===== src/rtl/slt_pkg.sv =====
// ----------------------------------------------------------------------------
// slt_pkg: shared types and constants for the sequential list table
// Sizes, action codes, sequencer states and the memory request bundle.
// ----------------------------------------------------------------------------
package slt_pkg;

	// list size and field widths
	localparam int CAPACITY = 32;
	localparam int DATA_W   = 32;
	localparam int POS_W    = 6;
	localparam int ACT_W    = 3;
	localparam int CNT_W    = $clog2(CAPACITY + 1);
	localparam int ADDR_W   = $clog2(CAPACITY);
	// compare width that holds a count, a position and one more
	localparam int CMP_W    = ((CNT_W > POS_W) ? CNT_W : POS_W) + 1;

	typedef enum logic [ACT_W-1:0] {
		ACT_CLEAR  = 3'd0,
		ACT_INSERT = 3'd1,
		ACT_DELETE = 3'd2,
		ACT_LOCATE = 3'd3,
		ACT_GET    = 3'd4
	} action_t;

	typedef enum logic {
		ST_IDLE,
		ST_RUN
	} state_t;

	// one write port and one read port per cycle
	typedef struct packed {
		logic              we;
		logic [ADDR_W-1:0] waddr;
		logic [DATA_W-1:0] wdata;
		logic [ADDR_W-1:0] raddr;
	} mem_req_t;

endpackage


===== src/rtl/slt_ram.sv =====
// ----------------------------------------------------------------------------
// slt_ram: generic simple dual-port RAM
// One write port, one read port, read data registered.
// ----------------------------------------------------------------------------
module slt_ram #(
	parameter int WIDTH = 32,
	parameter int DEPTH = 32
) (
	input  logic                     clk,
	input  logic                     we,
	input  logic [$clog2(DEPTH)-1:0] waddr,
	input  logic [WIDTH-1:0]         wdata,
	input  logic [$clog2(DEPTH)-1:0] raddr,
	output logic [WIDTH-1:0]         rdata
);

	logic [WIDTH-1:0] mem [DEPTH];

	// write and registered read
	always_ff @(posedge clk) begin
		if (we) begin
			mem[waddr] <= wdata;
		end
		rdata <= mem[raddr];
	end

endmodule


===== src/rtl/slt_seq.sv =====
// ----------------------------------------------------------------------------
// slt_seq: list sequencer
// Decodes one action, walks the element memory one entry a cycle (shift up,
// shift down, search or single read) and returns one result beat.
// ----------------------------------------------------------------------------
module slt_seq (
	input  logic                                clk,
	input  logic                                arst_n,
	input  logic                                start,
	input  logic [slt_pkg::ACT_W-1:0]           action,
	input  logic [slt_pkg::POS_W-1:0]           position,
	input  logic signed [slt_pkg::DATA_W-1:0]   value,
	output logic                                busy,
	output logic                                done,
	output logic                                ok,
	output logic signed [slt_pkg::DATA_W-1:0]   value_out,
	output logic [slt_pkg::POS_W-1:0]           found_position,
	output logic [slt_pkg::POS_W-1:0]           list_length,
	output logic                                is_empty,
	output slt_pkg::mem_req_t                   mem_req,
	input  logic [slt_pkg::DATA_W-1:0]          rdata
);

	slt_pkg::state_t                  state_q, state_d;
	slt_pkg::action_t                 op_q, op_d;
	logic [slt_pkg::CNT_W-1:0]        cnt_q, cnt_d;
	logic [slt_pkg::CNT_W-1:0]        ptr_q, ptr_d;
	logic [slt_pkg::CNT_W-1:0]        rem_q, rem_d;
	logic [slt_pkg::ADDR_W-1:0]       tgt_q, tgt_d;
	logic signed [slt_pkg::DATA_W-1:0] val_q, val_d;
	logic                             ok_q, ok_d;
	logic signed [slt_pkg::DATA_W-1:0] vout_q, vout_d;
	logic [slt_pkg::POS_W-1:0]        found_q, found_d;
	logic                             done_q, done_d;
	logic                             rd_vld_s1;
	logic [slt_pkg::ADDR_W-1:0]       rd_addr_s1;
	logic                             issue;
	logic                             hit;
	logic                             last;
	logic [slt_pkg::CMP_W-1:0]        pos_x, cnt_x;
	logic                             rd_pos_ok, ins_pos_ok;

	// position checks against the current length
	assign pos_x      = slt_pkg::CMP_W'(position);
	assign cnt_x      = slt_pkg::CMP_W'(cnt_q);
	assign rd_pos_ok  = (position != '0) && (pos_x <= cnt_x);
	assign ins_pos_ok = (position != '0) && (pos_x <= cnt_x + 1'b1) &&
	                    (cnt_x < slt_pkg::CMP_W'(slt_pkg::CAPACITY));

	// control registers
	always_ff @(posedge clk or negedge arst_n) begin
		if (!arst_n) begin
			state_q   <= slt_pkg::ST_IDLE;
			cnt_q     <= '0;
			done_q    <= 1'b0;
			rd_vld_s1 <= 1'b0;
		end else begin
			state_q   <= state_d;
			cnt_q     <= cnt_d;
			done_q    <= done_d;
			rd_vld_s1 <= issue;
		end
	end

	// payload registers
	always_ff @(posedge clk) begin
		op_q       <= op_d;
		ptr_q      <= ptr_d;
		rem_q      <= rem_d;
		tgt_q      <= tgt_d;
		val_q      <= val_d;
		ok_q       <= ok_d;
		vout_q     <= vout_d;
		found_q    <= found_d;
		rd_addr_s1 <= ptr_q[slt_pkg::ADDR_W-1:0];
	end

	// next state, memory requests and result
	always_comb begin
		state_d = state_q;
		op_d    = op_q;
		cnt_d   = cnt_q;
		ptr_d   = ptr_q;
		rem_d   = rem_q;
		tgt_d   = tgt_q;
		val_d   = val_q;
		ok_d    = ok_q;
		vout_d  = vout_q;
		found_d = found_q;
		done_d  = 1'b0;
		issue   = 1'b0;
		hit     = 1'b0;
		last    = 1'b0;
		mem_req = '0;
		mem_req.raddr = ptr_q[slt_pkg::ADDR_W-1:0];

		unique case (state_q)
			slt_pkg::ST_IDLE: begin
				if (start) begin
					op_d    = slt_pkg::action_t'(action);
					val_d   = value;
					tgt_d   = slt_pkg::ADDR_W'(pos_x - 1'b1);
					ok_d    = 1'b0;
					vout_d  = '0;
					found_d = '0;
					unique case (slt_pkg::action_t'(action))
						slt_pkg::ACT_CLEAR: begin
							cnt_d  = '0;
							ok_d   = 1'b1;
							done_d = 1'b1;
						end
						slt_pkg::ACT_INSERT: begin
							// walk from the last entry down to the slot
							if (ins_pos_ok) begin
								rem_d   = slt_pkg::CNT_W'(cnt_x - pos_x + 1'b1);
								ptr_d   = cnt_q - 1'b1;
								state_d = slt_pkg::ST_RUN;
							end else begin
								done_d = 1'b1;
							end
						end
						slt_pkg::ACT_DELETE: begin
							// read the victim, then walk up to the end
							if (rd_pos_ok) begin
								rem_d   = slt_pkg::CNT_W'(cnt_x - pos_x + 1'b1);
								ptr_d   = slt_pkg::CNT_W'(pos_x - 1'b1);
								state_d = slt_pkg::ST_RUN;
							end else begin
								done_d = 1'b1;
							end
						end
						slt_pkg::ACT_LOCATE: begin
							ok_d = 1'b1;
							if (cnt_q == '0) begin
								done_d = 1'b1;
							end else begin
								rem_d   = cnt_q;
								ptr_d   = '0;
								state_d = slt_pkg::ST_RUN;
							end
						end
						slt_pkg::ACT_GET: begin
							if (rd_pos_ok) begin
								rem_d   = slt_pkg::CNT_W'(1);
								ptr_d   = slt_pkg::CNT_W'(pos_x - 1'b1);
								state_d = slt_pkg::ST_RUN;
							end else begin
								done_d = 1'b1;
							end
						end
						default: begin
							done_d = 1'b1;
						end
					endcase
				end
			end

			slt_pkg::ST_RUN: begin
				// read data of the previous cycle
				if (rd_vld_s1) begin
					unique case (op_q)
						slt_pkg::ACT_INSERT: begin
							mem_req.we    = 1'b1;
							mem_req.waddr = rd_addr_s1 + 1'b1;
							mem_req.wdata = rdata;
						end
						slt_pkg::ACT_DELETE: begin
							if (rd_addr_s1 == tgt_q) begin
								vout_d = rdata;
							end else begin
								mem_req.we    = 1'b1;
								mem_req.waddr = rd_addr_s1 - 1'b1;
								mem_req.wdata = rdata;
							end
						end
						slt_pkg::ACT_LOCATE: begin
							if (rdata == val_q) begin
								hit     = 1'b1;
								found_d = slt_pkg::POS_W'(slt_pkg::CNT_W'(rd_addr_s1) + 1'b1);
							end
						end
						slt_pkg::ACT_GET: begin
							vout_d = rdata;
						end
						default: begin
						end
					endcase
				end

				last = (rem_q == '0) && !rd_vld_s1;

				if (hit || last) begin
					// wrap up: back to idle; insert writes the new value, insert and delete update the length
					state_d = slt_pkg::ST_IDLE;
					done_d  = 1'b1;
					ok_d    = 1'b1;
					unique case (op_q)
						slt_pkg::ACT_INSERT: begin
							mem_req.we    = 1'b1;
							mem_req.waddr = tgt_q;
							mem_req.wdata = val_q;
							cnt_d         = cnt_q + 1'b1;
						end
						slt_pkg::ACT_DELETE: begin
							cnt_d = cnt_q - 1'b1;
						end
						default: begin
						end
					endcase
				end else if (rem_q != '0) begin
					issue = 1'b1;
					rem_d = rem_q - 1'b1;
					ptr_d = (op_q == slt_pkg::ACT_INSERT) ? ptr_q - 1'b1 : ptr_q + 1'b1;
				end
			end

			default: begin
				state_d = slt_pkg::ST_IDLE;
			end
		endcase
	end

	assign busy           = (state_q == slt_pkg::ST_RUN);
	assign done           = done_q;
	assign ok             = ok_q;
	assign value_out      = vout_q;
	assign found_position = found_q;
	assign list_length    = slt_pkg::POS_W'(cnt_q);
	assign is_empty       = (cnt_q == '0);

	// a shift write never lands on the entry being read
	a_no_rw_overlap: assert property (@(posedge clk) disable iff (!arst_n)
		(mem_req.we && issue) |-> (mem_req.waddr != mem_req.raddr))
		else $error("write and read hit the same entry");

	// length stays within the store
	a_cnt_range: assert property (@(posedge clk) disable iff (!arst_n)
		cnt_x <= slt_pkg::CMP_W'(slt_pkg::CAPACITY))
		else $error("length beyond capacity");

	// read data only returns while a walk is running
	a_rd_in_run: assert property (@(posedge clk) disable iff (!arst_n)
		rd_vld_s1 |-> (state_q == slt_pkg::ST_RUN))
		else $error("read return outside a walk");

	// an accepted action either answers at once or starts a walk
	a_accept: assert property (@(posedge clk) disable iff (!arst_n)
		(start && !busy) |=> (done || busy))
		else $error("accepted action lost");

endmodule


===== src/rtl/sequential_list_table.sv =====
// ----------------------------------------------------------------------------
// sequential_list_table: ordered list of signed 32-bit words
// Usage: drive action, position and value with start; the beat is taken at a
// rising edge where start is high and busy is low. Actions are clear, insert
// at a 1-based position, delete at a position, locate by value and get by
// position. Exactly one result beat follows each accepted beat: done is high
// for one cycle with ok, value_out, found_position, list_length and is_empty.
// The receiver cannot stall; the result is valid only in the done cycle.
// Clear, refused and unknown actions and locate on an empty list answer
// without a walk. Get reads one entry; delete walks from the position to
// the end, insert from the end down to the position, and an append at
// length + 1 walks no entry. Locate walks until the first match, or to the
// end when the value is absent. The walks are paced by the element memory,
// which moves one entry per cycle through its single read port with
// registered read data.
// One beat is worked at a time; busy is high during a walk, and the next beat
// can be taken in the done cycle of the previous one.
// Reset (arst_n low) empties the list; the store itself is not cleared and
// needs no clearing pass, since only entries below the length are read.
// ----------------------------------------------------------------------------
module sequential_list_table (
	input  logic                               clk,
	input  logic                               arst_n,
	input  logic                               start,
	output logic                               busy,
	input  logic [slt_pkg::ACT_W-1:0]          action,
	input  logic [slt_pkg::POS_W-1:0]          position,
	input  logic signed [slt_pkg::DATA_W-1:0]  value,
	output logic                               done,
	output logic                               ok,
	output logic signed [slt_pkg::DATA_W-1:0]  value_out,
	output logic [slt_pkg::POS_W-1:0]          found_position,
	output logic [slt_pkg::POS_W-1:0]          list_length,
	output logic                               is_empty
);

	slt_pkg::mem_req_t           mem_req;
	logic [slt_pkg::DATA_W-1:0]  rdata;

	// action sequencer
	slt_seq u_seq (
		.clk            (clk),
		.arst_n         (arst_n),
		.start          (start),
		.action         (action),
		.position       (position),
		.value          (value),
		.busy           (busy),
		.done           (done),
		.ok             (ok),
		.value_out      (value_out),
		.found_position (found_position),
		.list_length    (list_length),
		.is_empty       (is_empty),
		.mem_req        (mem_req),
		.rdata          (rdata)
	);

	// element store
	slt_ram #(
		.WIDTH (slt_pkg::DATA_W),
		.DEPTH (slt_pkg::CAPACITY)
	) u_store (
		.clk   (clk),
		.we    (mem_req.we),
		.waddr (mem_req.waddr),
		.wdata (mem_req.wdata),
		.raddr (mem_req.raddr),
		.rdata (rdata)
	);

endmodule

===== config.mk =====
export PLATFORM = sky130hd
export DESIGN_NAME = sequential_list_table
export DESIGN_NICKNAME = d
export VERILOG_FILES = /design/src/rtl/slt_pkg.sv /design/src/rtl/slt_ram.sv /design/src/rtl/slt_seq.sv /design/src/rtl/sequential_list_table.sv
export SDC_FILE = /design/constraint.sdc
export NUM_CORES = 1
export LEC_CHECK = 0
export ABC_CLOCK_PERIOD_IN_PS = 8400
export CORE_ASPECT_RATIO = 0.75
export CORE_MARGIN = 1
export CORE_UTILIZATION = 65
export CTS_CLUSTER_SIZE = 16
export DETAILED_ROUTE_END_ITERATION = 7
export DONT_BUFFER_PORTS = 1
export PLACE_DENSITY = 0.83
export SYNTH_ARGS = -nofsm -noshare
export SYNTH_HDL_FRONTEND = slang
export SYNTH_SLANG_ARGS = --single-unit

===== constraint.sdc =====
create_clock -name clk -period 8.4 [get_ports clk]
set_input_delay 0.84 -clock clk [delete_from_list [all_inputs] [get_ports clk]]
set_output_delay 0.84 -clock clk [all_outputs]
set_load 0.05 [all_outputs]

==> qor.csv <==
stage;metric;value;unit
setup_path;path_max_fanout;34;
clock_network;cts_tree;built;
logic_synthesis;synth.cell_area;45900;um^2
setup_path;crit_family;simple AND/OR/NAND/NOR gates;
global_routing;grt_overflow_total;0;
logic_synthesis;number_of_enable_type_register_cells_in_the_synthesized_netlist;1114;
logic_synthesis;synth_top_cells_by_area;sky130_fd_sc_hd__edfxtp_1 73%, sky130_fd_sc_hd__mux4_2 16%, sky130_fd_sc_hd__dfxtp_1 1.6%;
detailed_routing;post_drt_via_cell_ratio;7.33;
detailed_routing;average_wire_per_cell_in_the_routed_design;37.1;um
logic_synthesis;yosysWarningCount;0;
timing;post-route-min-period;4.68;ns
logic_synthesis;ys_seq_area_share;75.0;%
power;worst_ir_drop_vdd;248;uV
global_routing;grt_antenna_before_repair;8;
detailed_routing;drcViolationCount;0;
final_layout;antennaDiodeCount;0;
global_routing;global_route_wire_length_before_repair;172000;um
logic_synthesis;syn_nets;2244;
detailed_routing;detailedRoute.firstIterationViolations;3993;
logic_synthesis;yosys.cell_types.count;67;
detailed_routing;detailroute.via_count;23900;
clock_network;cts-root-buf;sky130_fd_sc_hd__clkbuf_16;
timing;drv_slew;0;
setup_path;timing.critical_path.slowest_stage_cell;sky130_fd_sc_hd__or3_1;
detailed_routing;pre_antenna_drt_iters;6;
final_layout;layout_common_cells;1114 x sky130_fd_sc_hd__edfxtp_1, 320 x sky130_fd_sc_hd__mux4_2, 104 x sky130_fd_sc_hd__clkbuf_16;
clock_network;cts_max_level;3;
floorplanning;row_count;83;
setup_path;worstPathRequired;8.73;ns
clock_network;clk-insertion-delay-late;0.70;ns
setup_path;criticalPathCategory;reg -> reg;
clock_network;cts.sink_count;1160;
final_layout;final_net_count;2313;
final_layout;layout_commonest_cell;sky130_fd_sc_hd__edfxtp_1;
clock_network;cts_hold_buffers_added;1;
placed_design;globalplace.congestion;0.921;
power;powerDensity;348;nW/um^2
final_layout;final_layout_size_suffix_gt1_share;28.9;%
logic_synthesis;postSynth.asyncResetShare;0.776;%
min_path;worstHoldPathType;in -> reg;
global_routing;track_usage;34.9;%
logic_synthesis;synth_area_leader;sky130_fd_sc_hd__edfxtp_1;
final_layout;fill_cells;3548;
timing;summed_negative_setup_slack_over_all_endpoints;0;ns
clock_network;clk_transition_reported_paths;0.07;ns
logic_synthesis;syn_area_per_cell;21.2;um^2
floorplanning;top_level_ports;92;
clock_network;cts_resized;0;
timing;timing.final.crit_share;55.7;%
floorplanning;die-width;309;um
final_layout;layout-area-overhead-vs-synth;11.6;%
setup_path;worst_setup_path_start_kind;register;
clock_network;max-clock-path-buffers;3;
timing;skew;0.0259;ns
placed_design;number_of_i_o_port_buffers;0;
timing;grt_setup_unrepaired;no;
global_routing;maximum_number_of_pins_on_one_net_before_global_route_repair;122;
placed_design;dp_cells;3065;
timing;fmax;214;MHz
placed_design;post-dp-hpwl;64000;um
status;result_of_the_run;finished clean;
floorplanning;die_area;71700;um^2
power;total_power;0.0178;W
clock_network;cts_post_setup_buffers_inserted;0;
setup_path;end_kind;register;
timing;setup_viol;0;
global_routing;via_count_of_the_first_global_routing_pass;23500;
setup_path;critical-path-max-stage-delay;0.74;ns
setup_path;crit_buf_inv;3;
timing;worst_max_slew_pin_slew;1.36;ns
flow_run;cap_viol_max_count;0;
setup_path;worst-endpoint-arrival;5.01;ns
timing;finalHoldViolations;0;
floorplanning;initial_cell_density_of_the_core;66.3;%
logic_synthesis;number_of_register_bits_inferred_by_synthesis;1160;
setup_path;crit_path_cell_trace;inv_1 -> ha_1 -> or3b_1 -> nor3_4 -> buf_4 -> mux2_2 -> or3_1 -> nor3_4 -> buf_4;
logic_synthesis;netlist_instances;2166;
power;static_leakage;16.6;nW
detailed_routing;routed_wl;121000;um
clock_network;cts_made_buffers;102;
final_layout;stdcell_count;3257;
detailed_routing;antenna_left;0;
floorplanning;fp.dieH;232;um
logic_synthesis;synth_top_flop_cell;sky130_fd_sc_hd__edfxtp_1;
floorplanning;coreArea;69200;um^2
logic_synthesis;yosysTopAreaCellShare;72.9;%
timing;max-slew-margin-rel;9.66;%
cell usage after synthesis, drive strengths merged, types with 9 or more instances:
| cell type | count |
|---|---|
| o21ai | 23 |
| a21oi | 59 |
| ha | 31 |
| inv | 34 |
| buf | 42 |
| mux2 | 34 |
| nor2 | 42 |
| dfxtp | 37 |
| and2 | 35 |
| nand2 | 98 |
| edfxtp | 1114 |
| xnor2 | 24 |
| nand3 | 17 |
| clkbuf | 68 |
| xor2 | 38 |
| dfrtp | 9 |
| nor4 | 9 |
| mux4 | 320 |
| nor3 | 29 |
final timing paths:
check / from / endpoint / slack [ns] / cells past startpoint
worst max-delay path: u_seq.rem_q[0]$_DFFE_PP_ / u_store.mem[28][9]$_DFFE_PP_ / 3.72 / 9
worst min-delay path: value[7] / u_seq.val_q[7]$_DFFE_PP_ / 0.24 / 0
worst max register to register: u_seq.rem_q[0]$_DFFE_PP_ / u_store.mem[28][9]$_DFFE_PP_ / 3.72 / 9
worst min register to register: u_store.rdata[0]$_DFF_P_ / u_seq.value_out[0]$_SDFFCE_PN0P_ / 0.61 / 1
max in group asynchronous: arst_n / u_seq.busy$_DFF_PN0_ / 7.50 / 1
min in group asynchronous: arst_n / u_seq.done$_DFF_PN0_ / 0.55 / 1
area by class of cell:
cell class                      count  area [um^2]  area share (%)
Inverter                           35          131           0.257
Multi-Input combinational cell    861        11200            21.9
Tap cell                          935         1170            2.28
Timing Repair Buffer               75          603            1.18
Clock inverter                     68          911            1.78
Sequential cell                  1160        34400            67.2
Clock buffer                      123         2750            5.38
cells by family after synthesis:
family,Yosys count,share of synthesized area [%]
buf+inv,145,1.29
compound gates,140,1.95
mux,360,16.7
flops,1160,75.0
fa+ha+maj,34,0.976
xor+xnor,62,1.18
simple gates,265,2.93
registers in the layout, indices dropped and copies added, names as in the netlist, 3 cells and up:
signal / flops
u_seq.found_position: 6
u_seq.list_length: 6
u_seq.op_q: 3
u_seq.ptr_q: 5
u_seq.rd_addr_s1: 5
u_seq.rem_q: 6
u_seq.tgt_q: 5
u_seq.val_q: 32
u_seq.value_out: 32
u_store.mem: 1024
u_store.rdata: 32
layer usage:
metal / GRT usage, % / part of all wire (%) / vias up
li1: - / - / 9080
met1: 48.7 / 35 / 12400
met2: 54.9 / 49 / 2035
met3: 7.29 / 11 / 344
met4: 14.1 / 4.6 / 12
met5: 0 / 0.073 / -
through the flow:
| step | setup slack, ns | hold WS [ns] | utilization, % | cell area [um^2] |
|---|---|---|---|---|
| final | 3.72 | 0.237 | 74.0 | 51200 |
| after floorplan | 3.56 | 0.346 | - | 45900 |
| after global routing | 3.67 | 0.211 | 74.0 | 51200 |
| after global placement | 4.03 | 0.545 | 68.7 | 47500 |
| after CTS | 3.79 | 0.207 | 74.0 | 51200 |
| after detailed placement | 3.89 | 0.545 | 68.7 | 47500 |
where the power goes:
group | internal [W] | switching, W | leakage (nW)
Combinational | 0.00221 | 0.00298 | 4.15
Sequential | 0.00700 | 0.000504 | 10.7
Clock | 0.00294 | 0.00218 | 1.77
Power figures use the tool's default switching activity.
